$ cat src/hdl/erfc_pkg.sv
// Package for the EMG rep counter and fatigue classifier.
// Types, sizes and register codes shared by every module; no dependencies.
package erfc_pkg;

  // History row depth and kept bits of the zero-crossing rate
  localparam int unsigned HIST_DEPTH = 5;
  localparam int unsigned ZCR_W      = 16;
  localparam int unsigned FILL_W     = $clog2(HIST_DEPTH + 1);
  localparam int unsigned NEED_W     = (FILL_W > 3) ? FILL_W : 3;
  localparam int unsigned PROD_W     = ZCR_W + 9;

  // Field widths fixed by the channel definitions
  localparam int unsigned ZCR_IN_W  = 16;
  localparam int unsigned BPM_W     = 10;
  localparam int unsigned REP_W     = 16;
  localparam int unsigned TICK_W    = 8;
  localparam int unsigned CFG_IDX_W = 3;
  localparam int unsigned CFG_DAT_W = 9;

  // Percent scale of the trend test
  localparam int unsigned DROP_SCALE = 100;

  typedef enum logic [CFG_IDX_W-1:0] {
    CFG_MIN_ACTIVE  = 3'd0,
    CFG_MAX_ACTIVE  = 3'd1,
    CFG_COOLDOWN    = 3'd2,
    CFG_HR_MILD     = 3'd3,
    CFG_HR_MODERATE = 3'd4,
    CFG_ZCR_DROP    = 3'd5,
    CFG_TREND_MIN   = 3'd6,
    CFG_HR_MIN_REPS = 3'd7
  } cfg_idx_e;

  typedef enum logic [1:0] {
    PH_IDLE   = 2'd0,
    PH_ACTIVE = 2'd1,
    PH_COOL   = 2'd2
  } phase_e;

  typedef enum logic [1:0] {
    LVL_NONE     = 2'd0,
    LVL_MILD     = 2'd1,
    LVL_MODERATE = 2'd2,
    LVL_SEVERE   = 2'd3
  } level_e;

  // Configuration register set
  typedef struct packed {
    logic [7:0] min_active_ticks;
    logic [7:0] max_active_ticks;
    logic [7:0] cooldown_ticks;
    logic [8:0] hr_mild_bpm;
    logic [8:0] hr_moderate_bpm;
    logic [6:0] zcr_drop_percent;
    logic [2:0] trend_min_reps;
    logic [7:0] hr_min_reps;
  } cfg_t;

  // Sequencer to history chain and scorer
  typedef struct packed {
    logic              push;
    logic [FILL_W-1:0] fill_d;
    logic [REP_W-1:0]  rep_d;
  } hist_ctl_t;

endpackage

$ cat src/hdl/erfc_if.sv
// Channel interfaces of the EMG rep counter: tick input, result output and
// configuration write. Uses erfc_pkg for field widths.
interface erfc_in_if;
  logic                                  valid;
  logic                                  ready;
  logic                                  window_ready;
  logic                                  emg_active;
  logic                                  emg_fatigue_flag;
  logic [erfc_pkg::ZCR_IN_W-1:0]         zero_cross_rate;
  logic signed [erfc_pkg::BPM_W-1:0]     heart_bpm;

  modport source (output valid, window_ready, emg_active, emg_fatigue_flag,
                  zero_cross_rate, heart_bpm, input ready);
  modport sink   (input valid, window_ready, emg_active, emg_fatigue_flag,
                  zero_cross_rate, heart_bpm, output ready);
endinterface

interface erfc_out_if;
  logic                          valid;
  logic                          ready;
  logic [erfc_pkg::REP_W-1:0]    rep_total;
  logic                          rep_pulse;
  logic [1:0]                    strain_level;

  modport source (output valid, rep_total, rep_pulse, strain_level, input ready);
  modport sink   (input valid, rep_total, rep_pulse, strain_level, output ready);
endinterface

interface erfc_cfg_if;
  logic                              valid;
  logic                              ready;
  logic [erfc_pkg::CFG_IDX_W-1:0]    index;
  logic [erfc_pkg::CFG_DAT_W-1:0]    data;

  modport source (output valid, index, data, input ready);
  modport sink   (input valid, index, data, output ready);
endinterface

$ cat src/hdl/erfc_cfg_regs.sv
// Configuration register file of the EMG rep counter.
// Uses erfc_pkg (cfg_t, register codes) and erfc_cfg_if.
module erfc_cfg_regs (
  input  logic              clk_i,
  input  logic              rst_ni,
  erfc_cfg_if.sink          cfg_i,
  output erfc_pkg::cfg_t    cfg_o
);

  erfc_pkg::cfg_t cfg_q, cfg_d;

  assign cfg_i.ready = 1'b1;

  // Decode one write request
  always_comb begin
    cfg_d = cfg_q;
    if (cfg_i.valid) begin
      case (erfc_pkg::cfg_idx_e'(cfg_i.index))
        erfc_pkg::CFG_MIN_ACTIVE:  cfg_d.min_active_ticks = cfg_i.data[7:0];
        erfc_pkg::CFG_MAX_ACTIVE:  cfg_d.max_active_ticks = cfg_i.data[7:0];
        erfc_pkg::CFG_COOLDOWN:    cfg_d.cooldown_ticks   = cfg_i.data[7:0];
        erfc_pkg::CFG_HR_MILD:     cfg_d.hr_mild_bpm      = cfg_i.data[8:0];
        erfc_pkg::CFG_HR_MODERATE: cfg_d.hr_moderate_bpm  = cfg_i.data[8:0];
        erfc_pkg::CFG_ZCR_DROP:    cfg_d.zcr_drop_percent = cfg_i.data[6:0];
        erfc_pkg::CFG_TREND_MIN:   cfg_d.trend_min_reps   = cfg_i.data[2:0];
        erfc_pkg::CFG_HR_MIN_REPS: cfg_d.hr_min_reps      = cfg_i.data[7:0];
        default: ;
      endcase
    end
  end

  always_ff @(posedge clk_i or negedge rst_ni) begin
    if (!rst_ni) begin
      cfg_q.min_active_ticks <= 8'd3;
      cfg_q.max_active_ticks <= 8'd30;
      cfg_q.cooldown_ticks   <= 8'd5;
      cfg_q.hr_mild_bpm      <= 9'd120;
      cfg_q.hr_moderate_bpm  <= 9'd150;
      cfg_q.zcr_drop_percent <= 7'd25;
      cfg_q.trend_min_reps   <= 3'd3;
      cfg_q.hr_min_reps      <= 8'd2;
    end else begin
      cfg_q <= cfg_d;
    end
  end

  assign cfg_o = cfg_q;

endmodule

$ cat src/hdl/erfc_rep_fsm.sv
// Repetition sequencer: idle/active/cooldown phase, tick counter, history
// fill count and rep counter. Uses erfc_pkg.
module erfc_rep_fsm (
  input  logic                  clk_i,
  input  logic                  rst_ni,
  input  logic                  step_i,
  input  logic                  emg_active_i,
  input  erfc_pkg::cfg_t        cfg_i,
  output erfc_pkg::hist_ctl_t   ctl_o
);

  erfc_pkg::phase_e                 phase_q, phase_d;
  logic [erfc_pkg::TICK_W-1:0]      tick_q, tick_d, tick_inc;
  logic [erfc_pkg::FILL_W-1:0]      fill_q, fill_d;
  logic [erfc_pkg::REP_W-1:0]       rep_q, rep_d;
  logic                             release_ok, timeout;

  // Saturating tick count and phase thresholds
  assign tick_inc   = (tick_q == '1) ? tick_q : tick_q + 1'b1;
  assign timeout    = (tick_inc >= cfg_i.max_active_ticks);
  assign release_ok = (tick_inc >= cfg_i.min_active_ticks);

  // Next phase and tick count
  always_comb begin
    phase_d = phase_q;
    tick_d  = tick_q;
    if (step_i) begin
      tick_d = tick_inc;
      case (phase_q)
        erfc_pkg::PH_ACTIVE: begin
          if (timeout) begin
            phase_d = erfc_pkg::PH_IDLE;
            tick_d  = '0;
          end else if (!emg_active_i) begin
            phase_d = release_ok ? erfc_pkg::PH_COOL : erfc_pkg::PH_IDLE;
            tick_d  = '0;
          end
        end
        erfc_pkg::PH_COOL: begin
          if (tick_inc >= cfg_i.cooldown_ticks) begin
            phase_d = erfc_pkg::PH_IDLE;
            tick_d  = '0;
          end
        end
        default: begin
          phase_d = erfc_pkg::PH_IDLE;
          if (emg_active_i) begin
            phase_d = erfc_pkg::PH_ACTIVE;
            tick_d  = '0;
          end
        end
      endcase
    end
  end

  // History control and rep counter
  always_comb begin
    ctl_o.push = 1'b0;
    fill_d     = fill_q;
    rep_d      = rep_q;
    if (step_i && (phase_q == erfc_pkg::PH_ACTIVE)) begin
      if (timeout) begin
        fill_d = '0;
      end else if (!emg_active_i && release_ok) begin
        ctl_o.push = 1'b1;
        rep_d      = rep_q + 1'b1;
        if (fill_q != erfc_pkg::FILL_W'(erfc_pkg::HIST_DEPTH)) begin
          fill_d = fill_q + 1'b1;
        end
      end
    end
    ctl_o.fill_d = fill_d;
    ctl_o.rep_d  = rep_d;
  end

  always_ff @(posedge clk_i or negedge rst_ni) begin
    if (!rst_ni) begin
      phase_q <= erfc_pkg::PH_IDLE;
      tick_q  <= '0;
      fill_q  <= '0;
      rep_q   <= '0;
    end else begin
      phase_q <= phase_d;
      tick_q  <= tick_d;
      fill_q  <= fill_d;
      rep_q   <= rep_d;
    end
  end

endmodule

$ cat src/hdl/erfc_hist_cell.sv
// One history cell: holds a zero-crossing rate, shifts it to the deeper
// neighbor on a push and forwards the oldest valid rate. Uses erfc_pkg.
module erfc_hist_cell (
  input  logic                          clk_i,
  input  logic                          push_i,
  input  logic [erfc_pkg::FILL_W-1:0]   pos_i,
  input  logic [erfc_pkg::FILL_W-1:0]   fill_d_i,
  input  logic [erfc_pkg::ZCR_W-1:0]    shift_i,
  output logic [erfc_pkg::ZCR_W-1:0]    shift_o,
  output logic [erfc_pkg::ZCR_W-1:0]    data_d_o,
  input  logic [erfc_pkg::ZCR_W-1:0]    oldest_i,
  output logic [erfc_pkg::ZCR_W-1:0]    oldest_o
);

  logic [erfc_pkg::ZCR_W-1:0] data_q, data_d;

  assign data_d = push_i ? shift_i : data_q;

  always_ff @(posedge clk_i) begin
    data_q <= data_d;
  end

  // This cell is the oldest entry once the update lands
  assign oldest_o = (pos_i + 1'b1 == fill_d_i) ? data_d : oldest_i;
  assign shift_o  = data_q;
  assign data_d_o = data_d;

endmodule

$ cat src/hdl/erfc_score.sv
// Fatigue scorer: EMG flag/trend score plus heart-rate band score (muted below the
// rep threshold when the EMG score is zero), clamped to severe. Uses erfc_pkg.
module erfc_score (
  input  erfc_pkg::cfg_t                    cfg_i,
  input  erfc_pkg::hist_ctl_t               ctl_i,
  input  logic                              flag_i,
  input  logic signed [erfc_pkg::BPM_W-1:0] bpm_i,
  input  logic [erfc_pkg::ZCR_W-1:0]        newest_i,
  input  logic [erfc_pkg::ZCR_W-1:0]        oldest_i,
  output logic [1:0]                        level_o
);

  localparam int unsigned PW = erfc_pkg::PROD_W;
  localparam logic signed [PW-1:0] SCALE = PW'(erfc_pkg::DROP_SCALE);

  logic [erfc_pkg::NEED_W-1:0]    need, fill_ext;
  logic                           trend_ok, hit;
  logic signed [PW-1:0]           old_s, new_s, x_s, thr_s;
  logic [1:0]                     es, hs;
  logic [2:0]                     total;

  // Entries required before the trend is trusted
  assign need     = (cfg_i.trend_min_reps == '0) ? erfc_pkg::NEED_W'(1)
                                                 : erfc_pkg::NEED_W'(cfg_i.trend_min_reps);
  assign fill_ext = erfc_pkg::NEED_W'(ctl_i.fill_d);
  assign trend_ok = (fill_ext >= need) && (oldest_i != '0);

  // Cross-multiplied percent drop test
  assign old_s = $signed(PW'(oldest_i));
  assign new_s = $signed(PW'(newest_i));
  assign x_s   = (old_s - new_s) * SCALE;
  assign thr_s = (cfg_i.zcr_drop_percent == '0) ? -old_s
                                                : $signed(PW'(cfg_i.zcr_drop_percent)) * old_s;
  assign hit   = (cfg_i.zcr_drop_percent == '0) ? (x_s > thr_s) : (x_s >= thr_s);

  assign es = flag_i ? 2'd2 : ((trend_ok && hit) ? 2'd1 : 2'd0);

  // Heart-rate band, muted while few reps are counted and the EMG score is zero
  always_comb begin
    hs = 2'd0;
    if (!bpm_i[erfc_pkg::BPM_W-1]) begin
      if (bpm_i[8:0] >= cfg_i.hr_moderate_bpm) begin
        hs = 2'd2;
      end else if (bpm_i[8:0] >= cfg_i.hr_mild_bpm) begin
        hs = 2'd1;
      end
    end
    if ((es == 2'd0) && (ctl_i.rep_d < erfc_pkg::REP_W'(cfg_i.hr_min_reps))) begin
      hs = 2'd0;
    end
  end

  assign total   = {1'b0, es} + {1'b0, hs};
  assign level_o = total[2] ? erfc_pkg::LVL_SEVERE : total[1:0];

endmodule

$ cat src/hdl/emg_rep_fatigue_classifier_unit.sv
// Top level of the EMG rep counter and fatigue classifier.
// Uses erfc_pkg, erfc_if, erfc_cfg_regs, erfc_rep_fsm, erfc_hist_cell, erfc_score.
//
//   port    dir   handshake      carries
//   in_i    sink  valid/ready    window_ready, emg_active, emg_fatigue_flag,
//                                zero_cross_rate, heart_bpm
//   out_o   src   valid/ready    rep_total, rep_pulse, strain_level
//   cfg_i   sink  valid/ready    index, data (ready always high)
//
// One tick request per cycle while out_o is not stalled; the result of a tick shows
// in the output register in the cycle after acceptance. It is scored on acceptance
// through the history cell row and the two constant-size trend test products.
// A stalled result does not block input while out_o.ready is high.
// Reset is asynchronous active low and needs no clearing pass.
module emg_rep_fatigue_classifier_unit (
  input  logic       clk_i,
  input  logic       rst_ni,
  erfc_in_if.sink    in_i,
  erfc_out_if.source out_o,
  erfc_cfg_if.sink   cfg_i
);

  localparam int unsigned D = erfc_pkg::HIST_DEPTH;

  erfc_pkg::cfg_t                 cfg;
  erfc_pkg::hist_ctl_t            ctl;
  logic                           accept, step;
  logic [1:0]                     level_d;
  logic [erfc_pkg::ZCR_W-1:0]     shift   [D+1];
  logic [erfc_pkg::ZCR_W-1:0]     data_d  [D];
  logic [erfc_pkg::ZCR_W-1:0]     oldest  [D+1];

  logic                           out_valid_q;
  logic [erfc_pkg::REP_W-1:0]     rep_total_q;
  logic                           pulse_q;
  logic [1:0]                     level_q;

  assign in_i.ready = !out_valid_q || out_o.ready;
  assign accept     = in_i.valid && in_i.ready;
  assign step       = accept && in_i.window_ready;

  erfc_cfg_regs u_cfg (
    .clk_i  (clk_i),
    .rst_ni (rst_ni),
    .cfg_i  (cfg_i),
    .cfg_o  (cfg)
  );

  erfc_rep_fsm u_fsm (
    .clk_i        (clk_i),
    .rst_ni       (rst_ni),
    .step_i       (step),
    .emg_active_i (in_i.emg_active),
    .cfg_i        (cfg),
    .ctl_o        (ctl)
  );

  // History row: newest in cell 0, oldest selected along the row
  assign shift[0]  = in_i.zero_cross_rate[erfc_pkg::ZCR_W-1:0];
  assign oldest[D] = '0;

  for (genvar i = 0; i < D; i++) begin : g_cell
    erfc_hist_cell u_cell (
      .clk_i    (clk_i),
      .push_i   (ctl.push),
      .pos_i    (erfc_pkg::FILL_W'(i)),
      .fill_d_i (ctl.fill_d),
      .shift_i  (shift[i]),
      .shift_o  (shift[i+1]),
      .data_d_o (data_d[i]),
      .oldest_i (oldest[i+1]),
      .oldest_o (oldest[i])
    );
  end

  erfc_score u_score (
    .cfg_i    (cfg),
    .ctl_i    (ctl),
    .flag_i   (in_i.emg_fatigue_flag),
    .bpm_i    (in_i.heart_bpm),
    .newest_i (data_d[0]),
    .oldest_i (oldest[0]),
    .level_o  (level_d)
  );

  // Output register
  always_ff @(posedge clk_i or negedge rst_ni) begin
    if (!rst_ni) begin
      out_valid_q <= 1'b0;
      level_q     <= erfc_pkg::LVL_NONE;
    end else begin
      if (accept) begin
        out_valid_q <= 1'b1;
        if (in_i.window_ready) begin
          level_q <= level_d;
        end
      end else if (out_o.ready) begin
        out_valid_q <= 1'b0;
      end
    end
  end

  always_ff @(posedge clk_i) begin
    if (accept) begin
      rep_total_q <= ctl.rep_d;
      pulse_q     <= ctl.push;
    end
  end

  assign out_o.valid        = out_valid_q;
  assign out_o.rep_total    = rep_total_q;
  assign out_o.rep_pulse    = pulse_q;
  assign out_o.strain_level = level_q;

endmodule

$ cat src/flat_wrapper.sv
// flat-port wrapper written by rule: the top's interface ports become plain ports
module emg_rep_fatigue_classifier_unit_flat 
  (clk_i, rst_ni, in_i_valid, in_i_window_ready, in_i_emg_active, in_i_emg_fatigue_flag, in_i_zero_cross_rate, in_i_heart_bpm, in_i_ready, out_o_valid, out_o_rep_total, out_o_rep_pulse, out_o_strain_level, out_o_ready, cfg_i_valid, cfg_i_index, cfg_i_data, cfg_i_ready);
  erfc_in_if in_i_i ();
  erfc_out_if out_o_i ();
  erfc_cfg_if cfg_i_i ();
  input  logic clk_i;
  input  logic rst_ni;
  input wire logic [$bits(in_i_i.valid)-1:0] in_i_valid;
  input wire logic [$bits(in_i_i.window_ready)-1:0] in_i_window_ready;
  input wire logic [$bits(in_i_i.emg_active)-1:0] in_i_emg_active;
  input wire logic [$bits(in_i_i.emg_fatigue_flag)-1:0] in_i_emg_fatigue_flag;
  input wire logic [$bits(in_i_i.zero_cross_rate)-1:0] in_i_zero_cross_rate;
  input wire logic [$bits(in_i_i.heart_bpm)-1:0] in_i_heart_bpm;
  output wire logic [$bits(in_i_i.ready)-1:0] in_i_ready;
  output wire logic [$bits(out_o_i.valid)-1:0] out_o_valid;
  output wire logic [$bits(out_o_i.rep_total)-1:0] out_o_rep_total;
  output wire logic [$bits(out_o_i.rep_pulse)-1:0] out_o_rep_pulse;
  output wire logic [$bits(out_o_i.strain_level)-1:0] out_o_strain_level;
  input wire logic [$bits(out_o_i.ready)-1:0] out_o_ready;
  input wire logic [$bits(cfg_i_i.valid)-1:0] cfg_i_valid;
  input wire logic [$bits(cfg_i_i.index)-1:0] cfg_i_index;
  input wire logic [$bits(cfg_i_i.data)-1:0] cfg_i_data;
  output wire logic [$bits(cfg_i_i.ready)-1:0] cfg_i_ready;
  assign in_i_i.valid = in_i_valid;
  assign in_i_i.window_ready = in_i_window_ready;
  assign in_i_i.emg_active = in_i_emg_active;
  assign in_i_i.emg_fatigue_flag = in_i_emg_fatigue_flag;
  assign in_i_i.zero_cross_rate = in_i_zero_cross_rate;
  assign in_i_i.heart_bpm = in_i_heart_bpm;
  assign in_i_ready = in_i_i.ready;
  assign out_o_valid = out_o_i.valid;
  assign out_o_rep_total = out_o_i.rep_total;
  assign out_o_rep_pulse = out_o_i.rep_pulse;
  assign out_o_strain_level = out_o_i.strain_level;
  assign out_o_i.ready = out_o_ready;
  assign cfg_i_i.valid = cfg_i_valid;
  assign cfg_i_i.index = cfg_i_index;
  assign cfg_i_i.data = cfg_i_data;
  assign cfg_i_ready = cfg_i_i.ready;
  emg_rep_fatigue_classifier_unit u_core (.clk_i(clk_i), .rst_ni(rst_ni), .in_i(in_i_i), .out_o(out_o_i), .cfg_i(cfg_i_i));
endmodule
$ cat config.mk
export PLATFORM = sky130hd
export DESIGN_NAME = emg_rep_fatigue_classifier_unit_flat
export DESIGN_NICKNAME = d
export VERILOG_FILES = /design/src/hdl/erfc_pkg.sv /design/src/hdl/erfc_if.sv /design/src/hdl/erfc_cfg_regs.sv /design/src/hdl/erfc_rep_fsm.sv /design/src/hdl/erfc_hist_cell.sv /design/src/hdl/erfc_score.sv /design/src/hdl/emg_rep_fatigue_classifier_unit.sv /design/src/flat_wrapper.sv
export SDC_FILE = /design/constraint.sdc
export NUM_CORES = 1
export LEC_CHECK = 0
export BUFFER_PORTS_ARGS = -buffer_cell sky130_fd_sc_hd__buf_2
export CAP_MARGIN = 20
export CORE_MARGIN = 8
export CORE_UTILIZATION = 60
export CTS_CLUSTER_DIAMETER = 200
export DETAILED_ROUTE_END_ITERATION = 6
export GPL_ROUTABILITY_DRIVEN = 0
export PLACE_DENSITY = 0.86
export SETUP_SLACK_MARGIN = 0.02
export SLEW_MARGIN = 0
export SYNTH_ARGS = -nofsm -noshare
export SYNTH_HDL_FRONTEND = slang
export SYNTH_SLANG_ARGS = --single-unit
$ cat constraint.sdc
create_clock -name clk_i -period 17.51 [get_ports clk_i]
set_input_delay 5.253 -clock clk_i [delete_from_list [all_inputs] [get_ports clk_i]]
set_output_delay 5.253 -clock clk_i [all_outputs]
set_load 0.01 [all_outputs]
==> results.tsv, run 1 <==
stage	metric	value	unit
global_routing	vias in the first global route	14590	
clock_tree	CTS tree	done	
clock_tree	cts hold-fix bufs	0	
drt	vias per cell	6.129	
synth	dominant cells by area after synthesis	ha_1 (14%), dfrtp_1 (10%), fa_1 (9.9%), dfxtp_1 (9.5%), nand2_1 (6.5%)	
clock_tree	Clock Pin Slew Worst Setup and Hold Paths	0.07	ns
sta	Slew Limit Headroom	0.2644	
worst_setup_path	Crit Path Max Fanout	14	
drt	DRC	3	
worst_setup_path	worst reg2reg path depth	52	
global_routing	largest net degree at the start of global routing	76	
drt	number of antenna-violating nets in the routed design	0	
finish	Area Growth Syn to Fin	7.484	%
drt	via count	14450	
synth	Seq cells post-synth	189	
synth	post-synthesis mux area share	0.04035	
synth	simple-gate share of the synthesized area	0.1989	
synth	Synth Area in Compound Gates	0.1489	
synth	Syn Inst Count	1927	
sta	worst-margin pin slew	1.099	ns
sta	setup_tns	0	ns
clock_tree	H-Tree Depth	4	
hold_path	Worst Hold Endpoint	u_core.g_cell[4].u_cell.shift_o[11]	
synth	Synth Area in XOR/XNOR	0.03946	
sta	Max Clk Rate	59.90	MHz
worst_setup_path	Worst path max stage delay	0.71	ns
die	IO Count	68	
synth	cell taking the most area after synthesis	ha_1	
worst_setup_path	reg2reg start	u_core.u_fsm.tick_q[0]	
synth	Netlist Area Pre-Place	0.01687	mm2
clock_tree	CTS sink cnt	189	
worst_setup_path	CP max stage cell	nor2_1	
global_routing	gr ovfl total	0	
die	DIE WIDTH	183.7	um
place	dpl hpwl	33150	um
synth	share of the synthesized area in the top cell type	0.1446	
sta	Hold Violations, Final	0	
synth	post-synthesis adder-cell area fraction	0.2431	
drt	Pre-antenna DRT Iters	7	
finish	nets@finish	2289	
die	row count	61	
finish	share of layout cells above drive strength 1	0.1102	
synth	most instantiated library cell after synthesis	nand2_1	
clock_tree	Num CTS Buffers	17	
outcome	status	finished with violations	
worst_setup_path	Worst Setup End Kind	flop	
job	Max-Cap Viols	0	
synth	sequential share of the synthesized area	0.2633	
place	Port Buffers	66	
synth	most used flip-flop cell after synthesis	dfxtp_1	
hold_path	WHS Path Cells	2	
sta	RSZ-0062 raised after global routing	false	
worst_setup_path	crit path DAT	16.99	ns
global_routing	first-pass GRT wire length	72150	um
clock_tree	clock root buffer	clkbuf_16	
worst_setup_path	Crit Path Class	input pin to flop	
synth	yosys warns	0	
die	die height	183.7	um
sta	Slew Limit Fails	0	
clock_tree	Clock Latency Late Sink	0.45	ns
hold_path	Hold WC Path Type	flop to flop	
clock_tree	post-cts sizing count	0	
worst_setup_path	most frequent CP cell	o21ai_0	
clock_tree	clk buf depth	2	
synth	synth unique cells	103	
worst_setup_path	slack of the worst reg-to-reg path	3.21	ns
die	core area	0.02771	mm2
sta	Final period util	0.9535	
worst_setup_path	Critical Path RT	17.81	ns
die	Starting Density	0.6089	
die	total die area	0.03374	mm2
synth	Post-synth EDFFs	17	
synth	Syn Nets	2251	
sta	minimum clock period	16.70	ns
sta	setup violators final	0	
synth	largest family of logic cells by synthesized area	adder cells	
worst_setup_path	Setup crit start kind	input pin	
clock_tree	Setup Buffers After CTS	0	
synth	FFs w/ async S/R, synth	0.4868	
drt	routed wire length per instance	18.70	um
drt	final wirelength	44070	um
sta	clock skew	0.01359	ns
synth	Post-synth top cells	nand2_1 (290), inv_1 (207), ha_1 (195)	
hold_path	HP Start	u_core.g_cell[4].u_cell.shift_o[11]	
synth	synthesized area per cell	8.754	um2
global_routing	initial antenna violation count	1	
outcome	failing checks	DRC	
sta	hold_ws	0.4535	ns
finish	utilization after layout	0.6544	
worst_setup_path	RR Endpoint	u_core.out_o.strain_level[1]	
global_routing	GRT Overall Usage	0.2625	
drt	DR iter-0 viols	1230	
## critical path, delay by kind of cell
family	cells	cell delay (ns)
simple gates	12	3.19
fa+ha+maj	7	2.36
mux	2	0.26
compound gates	24	5.28
buf+inv	4	0.45
xor+xnor	1	0.20
## per-stage QoR
| stage | cells | area [um2] | setup WS (ns) |
|---|---|---|---|
| after global routing | 2357 | 18130 | 0.1882 |
| after global placement | 2323 | 17530 | 1.110 |
| after floorplan | 1927 | 16870 | 2.447 |
| after detailed placement | 2323 | 17530 | 0.7683 |
| final | 2357 | 18130 | 0.8148 |
| after CTS | 2355 | 18100 | 1.116 |
## placed cells by master, fill, tap and decap left out, drive strengths merged, types with 39 or more instances in the layout
master	instances
fa	83
o21ai	94
nor2	100
xnor2	52
a21o	44
inv	217
dfrtp	70
dfxtp	80
nor2b	39
nand2	290
ha	195
buf	90
and2	66
a21oi	65
## layout make-up
| class | instances | area [um2] |
|---|---|---|
| Sequential cell | 189 | 4442 |
| Clock buffer | 19 | 454.2 |
| Antenna cell | 1 | 2.502 |
| Timing Repair Buffer | 90 | 533.0 |
| Tap cell | 378 | 473.0 |
| Inverter | 210 | 788.3 |
| Multi-Input combinational cell | 1457 | 11320 |
| Fill cell | 2117 | 9574 |
| Clock inverter | 13 | 120.1 |
## sequential cells by signal, indices dropped and copies added (netlist names)
register,count
u_core.u_fsm.fill_q,3
u_core.out_o.valid,1
u_core.u_cfg.cfg_o,60
u_core.u_fsm.rep_q,16
u_core.out_o.strain_level,2
u_core.g_cell.u_cell.shift_o,80
u_core.out_o.rep_pulse,1
u_core.u_fsm.phase_q,2
u_core.u_fsm.tick_q,8
u_core.out_o.rep_total,16
## kinds of logic (layout without fill, tap and decap cells)
family                     Yosys count  in the layout
AOI/OAI and AO/OA                  362            362
xor gates and xnor gates            76             76
adders and majority gates          278            278
buffers and inverters              281            332
DFF                                189            189
muxes                               63             63
other                                1              2
and+or+nand+nor                    677            677
## worst max path at each step
stage               cells past startpoint                      endpoint  slack [ns]        start
CTS                                    50  u_core.out_o.strain_level[1]        1.12  out_o_ready
global placement                       44  u_core.out_o.strain_level[1]        1.11  out_o_ready
global route                           50  u_core.out_o.strain_level[1]        0.19  out_o_ready
finish                                 50  u_core.out_o.strain_level[1]        0.81  out_o_ready
floorplan                              45  u_core.out_o.strain_level[1]        2.45  out_o_ready
detailed placement                     50  u_core.out_o.strain_level[1]        0.77  out_o_ready
## layer usage
layer	routed length [um]	part of all wire	GRT usage
met5	0	0	0
met4	1706	0.039	0.1077
met2	20790	0.47	0.4384
met3	3314	0.075	0.04466
met1	18260	0.41	0.3333
Power of run 1 is not shown: default switching activity piles up to over one toggle a cycle in this logic, so the estimate is an artifact.
==> run 2, diff against run 1 <==
Settings changed: CORE_MARGIN 8 to 2, CORE_UTILIZATION 60 to 38, PLACE_DENSITY 0.86 to 0.61.
==> run 2 against run 1 <==
Net effect: the run now ends clean; maximum frequency up 1.8%; via count down 4.8%; clock skew up 0.0039 ns; non-clock buffer count up 4; critical path depth down 6; cell area up 1.7%; worst setup slack better by 0.29 ns; hold slack worse by 0.00080 ns; first-iteration DRC count down 21%; sequential share of layout area down 0.40 points; highest routed layer is now met5; critical path type unchanged.
==> results.tsv, run 2 (synthesis results as in run 1) <==
stage	metric	value	unit	change
drt	routed wire length per instance	17.14	um	-8.3%
finish	most frequent cells in the layout	nand2_1 (290), inv_1 (207), ha_1 (195)		
die	DIE WIDTH	214.7	um	+17%
sta	Max Clk Rate	60.97	MHz	+1.8%
worst_setup_path	reg2reg start	u_core.u_fsm.tick_q[0]		
clock_tree	Setup Buffers After CTS	0		unchanged
worst_setup_path	Critical Path RT	17.83	ns	+0.02 ns
place	dpl hpwl	34500	um	+4.1%
sta	clock skew	0.01748	ns	+0.003884 ns
place	Port Buffers	66		unchanged
worst_setup_path	Worst path max stage delay	0.69	ns	-0.02 ns
sta	RSZ-0062 raised after global routing	false		
hold_path	HP Start	u_core.g_cell[4].u_cell.shift_o[15]		
worst_setup_path	most frequent CP cell	fa_1		
clock_tree	post-cts sizing count	0		unchanged
worst_setup_path	Crit Path Class	input pin to flop		
sta	minimum clock period	16.40	ns	-0.2928 ns
global_routing	vias in the first global route	13800		-5.4%
drt	DRC	0		-3
sta	Setup WS post-layout	1.108	ns	+0.2928 ns
drt	via count	13750		-4.8%
sta	Slew Limit Headroom	0.3639		+0.09953
drt	final wirelength	44120	um	+0.13%
finish	Final Instance Area	0.01843	mm2	+1.7%
drt	Pre-antenna DRT Iters	6		-1
place	Place WS	0.7560	ns	-0.01227 ns
die	row count	77		+26%
job	Max-Cap Viols	0		unchanged
sta	Hold Violations, Final	0		unchanged
sta	Final period util	0.9367		-0.01672
place	placed inst area	0.01783	mm2	+1.7%
clock_tree	CTS tree	done		
drt	number of antenna-violating nets in the routed design	0		unchanged
finish	most common cell after layout, fill and taps aside	nand2_1		
sta	Slew Limit Fails	0		unchanged
clock_tree	Num CTS Buffers	17		unchanged
worst_setup_path	critical path's top delay family	simple AND/OR/NAND/NOR gates		
finish	Area Growth Syn to Fin	9.272	%	
finish	Largest register FFs	80		unchanged
die	Starting Density	0.3831		-0.2257
finish	nets@finish	2293		+0.17%
global_routing	first-pass GRT wire length	72540	um	+0.54%
global_routing	GRT Overall Usage	0.1943		-0.06816
clock_tree	clk buf depth	2		unchanged
global_routing	initial antenna violation count	1		unchanged
global_routing	gr ovfl total	0		unchanged
worst_setup_path	CP max stage cell	nor2_1		
clock_tree	Clock Pin Slew Worst Setup and Hold Paths	0.07	ns	about the same
clock_tree	H-Tree Depth	4		unchanged
global_routing	largest net degree at the start of global routing	70		-7.9%
drt	DR iter-0 viols	971		-21%
finish	share of layout cells above drive strength 1	0.1125		+0.002300
outcome	status	completed		
sta	setup_tns	0	ns	unchanged
die	total die area	0.04609	mm2	+37%
worst_setup_path	Worst Setup End Kind	flop		
sta	setup violators final	0		unchanged
worst_setup_path	Setup crit start kind	input pin		
worst_setup_path	Crit Path Max Fanout	14		unchanged
drt	vias per cell	5.340		-13%
clock_tree	CTS sink cnt	189		unchanged
sta	worst-margin pin slew	0.9301	ns	-0.1693 ns
worst_setup_path	crit path DAT	16.72	ns	-0.27 ns
clock_tree	Clock Latency Late Sink	0.46	ns	about the same
die	core area	0.04403	mm2	+59%
finish	utilization after layout	0.4187		-0.2358
finish	Antenna Cells	0		-1
die	IO Count	68		unchanged
clock_tree	cts hold-fix bufs	0		unchanged
worst_setup_path	Worst Path Buf+Inv	5		+1
clock_tree	clock root buffer	clkbuf_16		
worst_setup_path	crit path launch	out_o_ready		
die	die height	214.7	um	+17%
hold_path	Hold WC Path Type	flop to flop		
run 2: path summary, 6_finish.rpt:
| check | endpoint | slack, ns | cells past startpoint |
|---|---|---|---|
| hold reg to reg | u_core.g_cell[4].u_cell.shift_o[15] | 0.45 | 2 |
| setup / recovery | u_core.out_o.strain_level[1] | 1.11 | 44 |
| hold / removal | u_core.g_cell[4].u_cell.shift_o[15] | 0.45 | 2 |
| max in group asynchronous | u_core.u_fsm.fill_q[2] | 11.61 | 2 |
| setup reg to reg | u_core.out_o.strain_level[1] | 4.12 | 52 |
| min in group asynchronous | u_core.u_cfg.cfg_o[56] | 4.72 | 1 |
run 2: layout make-up:
class	count	area [um2]
multi-input cells	1457	11320
fillers	4400	25600
repair buffers	94	543.0
clock inverters	15	175.2
clock buffers	17	425.4
flip-flops and latches	189	4442
well taps	592	740.7
inverters	210	788.3
run 2: metrics by stage:
stage / cells / hold slack [ns]
floorplan: 1927 / 0.4160
global placement: 2542 / 0.4326
detailed placement: 2542 / 0.4377
CTS: 2574 / 0.4494
global route: 2574 / 0.4646
finish: 2574 / 0.4527
run 2: worst reg2reg max path, delay by kind of cell (launching register included):
family,cells,cell delay [ns]
buffers and inverters,6,0.91
AND/OR/NAND/NOR,13,2.60
adder cells (fa/ha/maj),10,3.82
AO/OA/AOI/OAI,19,4.40
flip-flops,1,0.42
multiplexers,2,0.48
XOR/XNOR,2,0.61
run 2: per-layer routing:
metal / global-route usage / share of wire
met1: 0.2736 / 0.48
met2: 0.3148 / 0.46
met3: 0.02873 / 0.042
met4: 0.04421 / 0.018
met5: 0 / 0.00016
Power of run 2 is left out for the same reason.
==> run 3, diff against run 2 <==
Settings changed: SYNTH_HIERARCHICAL from default to 1.
Clock period 17.51 ns to 17.45 ns, I/O delays scaled along.
==> run 3 against run 2 <==
Net effect: global-route usage fell by 3.2 points; critical path type unchanged; hold slack gained 0.022 ns; largest cell class unchanged; worst setup slack lost 0.091 ns; highest routed layer is now met4.
==> results.tsv, run 3 <==
stage	metric	value	unit	change
sta	RSZ-0062 raised after global routing	false		
clock_tree	Clock Latency Late Sink	0.44	ns	-0.02 ns
drt	vias per cell	5.060		-5.2%
clock_tree	CTS sink cnt	189		unchanged
clock_tree	H-Tree Depth	4		unchanged
clock_tree	Setup Buffers After CTS	0		unchanged
die	IO Count	68		unchanged
worst_setup_path	Worst path max stage delay	0.52	ns	-0.17 ns
synth	sequential share of the synthesized area	0.2598		-0.003526
synth	Netlist Area Pre-Place	0.01710	mm2	+1.4%
synth	Seq cells post-synth	189		unchanged
sta	worst-margin pin slew	0.8526	ns	-0.07747 ns
finish	most frequent cells in the layout	inv_1 (203), ha_1 (200), mux2_2 (174)		
clock_tree	clock root buffer	clkbuf_16		
clock_tree	cts hold-fix bufs	0		unchanged
sta	Hold Violations, Final	0		unchanged
synth	FFs w/ async S/R, synth	0.4868		unchanged
die	core area	0.04432	mm2	+0.66%
finish	share of layout cells above drive strength 1	0.2264		+0.1139
worst_setup_path	crit path DAT	16.76	ns	+0.04 ns
job	Max-Cap Viols	0		unchanged
place	Port Buffers	66		unchanged
finish	most common cell after layout, fill and taps aside	inv_1		
worst_setup_path	reg2reg start	u_core/u_fsm/tick_q[0]		
drt	number of antenna-violating nets in the routed design	0		unchanged
worst_setup_path	Crit Path Max Fanout	21		+7
worst_setup_path	RR Endpoint	u_core/out_o.strain_level[1]		
synth	Syn Inst Count	1670		-13%
finish	Antenna Cells	0		unchanged
sta	Final period util	0.9417		
die	die height	216.1	um	+0.66%
clock_tree	CTS tree	done		
synth	most used flip-flop cell after synthesis	dfxtp_1		
worst_setup_path	Critical Path RT	17.77	ns	-0.06 ns
finish	nets@finish	2065		-9.9%
synth	dominant cells by area after synthesis	ha_1 (15%), mux2_2 (11%), dfrtp_1 (10%), fa_1 (9.7%), dfxtp_1 (9.4%)		
clock_tree	post-cts sizing count	0		unchanged
drt	final wirelength	36640	um	-17%
global_routing	first-pass GRT wire length	62140	um	-14%
clock_tree	clk buf depth	2		unchanged
finish	Seq. cell area	0.004442	mm2	unchanged
global_routing	GRT Overall Usage	0.1626		-0.03166
die	total die area	0.04671	mm2	+1.3%
sta	Slew Limit Headroom	0.4316		+0.06768
die	Starting Density	0.3858		+0.002668
drt	DR iter-0 viols	624		-36%
sta	minimum clock period	16.43	ns	
synth	Post-synth top cells	inv_1 (204), ha_1 (200), mux2_2 (174)		
drt	routed wire length per instance	15.65	um	-8.7%
sta	Slew Limit Fails	0		unchanged
worst_setup_path	worst reg2reg path depth	55		+5.8%
clock_tree	Clock Pin Slew Worst Setup and Hold Paths	0.07	ns	about the same
finish	Fillers	4301		-2.3%
sta	setup violators final	0		unchanged
worst_setup_path	Setup crit start kind	input pin		
synth	synth unique cells	90		-13%
worst_setup_path	Crit Path Class	input pin to flop		
global_routing	vias in the first global route	12460		-9.8%
hold_path	Hold WC Path Type	flop to flop		
synth	synthesized area per cell	10.24	um2	+17%
place	dpl hpwl	28630	um	-17%
synth	share of the synthesized area in the top cell type	0.1464		+0.001722
worst_setup_path	Worst Setup End Kind	flop		
drt	Pre-antenna DRT Iters	5		-1
synth	cell taking the most area after synthesis	ha_1		
sta	setup_tns	0	ns	unchanged
finish	Multi-input gate area	0.01171	mm2	+3.5%
global_routing	gr ovfl total	0		unchanged
sta	clock skew	0.01062	ns	-0.006857 ns
worst_setup_path	CP max stage cell	or4_1		
synth	yosys warns	6		+6
global_routing	initial antenna violation count	0		-1
clock_tree	Num CTS Buffers	17		unchanged
finish	Largest register FFs	80		unchanged
outcome	status	completed		
drt	DRC	0		unchanged
die	DIE WIDTH	216.1	um	+0.66%
drt	via count	11850		-14%
synth	most instantiated library cell after synthesis	inv_1		
die	row count	77		unchanged
synth	Post-synth EDFFs	17		unchanged
sta	Max Clk Rate	60.85	MHz	
finish	Final Instance Area	0.01863	mm2	+1.1%
worst_setup_path	slack of the worst reg-to-reg path	3.85	ns	-0.27 ns
finish	Area Growth Syn to Fin	8.972	%	
hold_path	HP Start	u_core/g_cell[4].u_cell/shift_o[3]		
hold_path	Worst Hold Endpoint	u_core/g_cell[4].u_cell/shift_o[3]		
global_routing	largest net degree at the start of global routing	85		+21%
hold_path	WHS Path Cells	1		-1
place	placed inst area	0.01807	mm2	+1.3%
run 3: cell types whose count changed after synthesis, sizes merged, moves of 10 or more:
cell    change
buf        +11
mux2      +189
and2       +25
nor2b      -26
nor2       -48
nand2b     -15
nand2     -210
o221ai     -10
mux2i      -24
o21ai      -58
clkbuf     -21
nor3       -10
xor2       +11
run 3: critical path: cells and delay by family:
family / cells / cell delay (ns)
AOI/OAI and AO/OA: 11 / 2.86
adders and majority gates: 9 / 2.82
and+or+nand+nor: 15 / 2.72
muxes: 7 / 2.06
buffers and inverters: 7 / 0.77
xor gates and xnor gates: 2 / 0.32
run 3: layout make-up:
| cell class | count | area share |
|---|---|---|
| clock inverters | 13 | 0.007118 |
| flip-flops and latches | 189 | 0.2384 |
| clock buffers | 19 | 0.02324 |
| inverters | 204 | 0.04117 |
| repair buffers | 74 | 0.02176 |
| multi-input cells | 1250 | 0.6286 |
| well taps | 592 | 0.03976 |
run 3: layer usage:
layer | global-route usage | vias to the layer above | wire length, um
li1 | - | 5872 | -
met1 | 0.2163 | 5771 | 17560
met2 | 0.2799 | 181 | 17510
met3 | 0.02554 | 21 | 1253
met4 | 0.03242 | 0 | 307
met5 | 0 | - | 0
run 3: worst max path at each step:
| stage | from | to | slack, ns | cells past startpoint |
|---|---|---|---|---|
| 2_1_floorplan | out_o_ready | u_core/out_o.strain_level[1] | 1.64 | 51 |
| 3_3_place_gp | out_o_ready | u_core/out_o.strain_level[1] | 0.88 | 51 |
| 3_5_place_dp | out_o_ready | u_core/out_o.strain_level[1] | 0.58 | 51 |
| 4_1_cts | out_o_ready | u_core/out_o.strain_level[1] | 1.02 | 51 |
| 5_1_grt | out_o_ready | u_core/out_o.strain_level[1] | 0.13 | 51 |
| 6_report | out_o_ready | u_core/out_o.strain_level[1] | 1.02 | 51 |
run 3: stage by stage:
stage | worst slack, ns | hold WS, ns | std cells | utilization
2_1_floorplan | 1.637 | 0.4477 | 1704 | -
3_3_place_gp | 0.8833 | 0.4569 | 2309 | 0.4077
3_5_place_dp | 0.5842 | 0.4618 | 2309 | 0.4077
4_1_cts | 1.025 | 0.4779 | 2341 | 0.4204
5_1_grt | 0.1305 | 0.4864 | 2341 | 0.4204
6_report | 1.017 | 0.4743 | 2341 | 0.4204
run 3: cell families after synthesis:
kind of cell,Yosys count,synth area share
and+or+nand+nor,371,0.1234
adders and majority gates,283,0.2435
buffers and inverters,265,0.06308
AOI/OAI and AO/OA,242,0.09770
muxes,228,0.1614
DFF,189,0.2598
xor gates and xnor gates,89,0.05042
other,3,0.0006586
Power of run 3 is left out for the same reason.
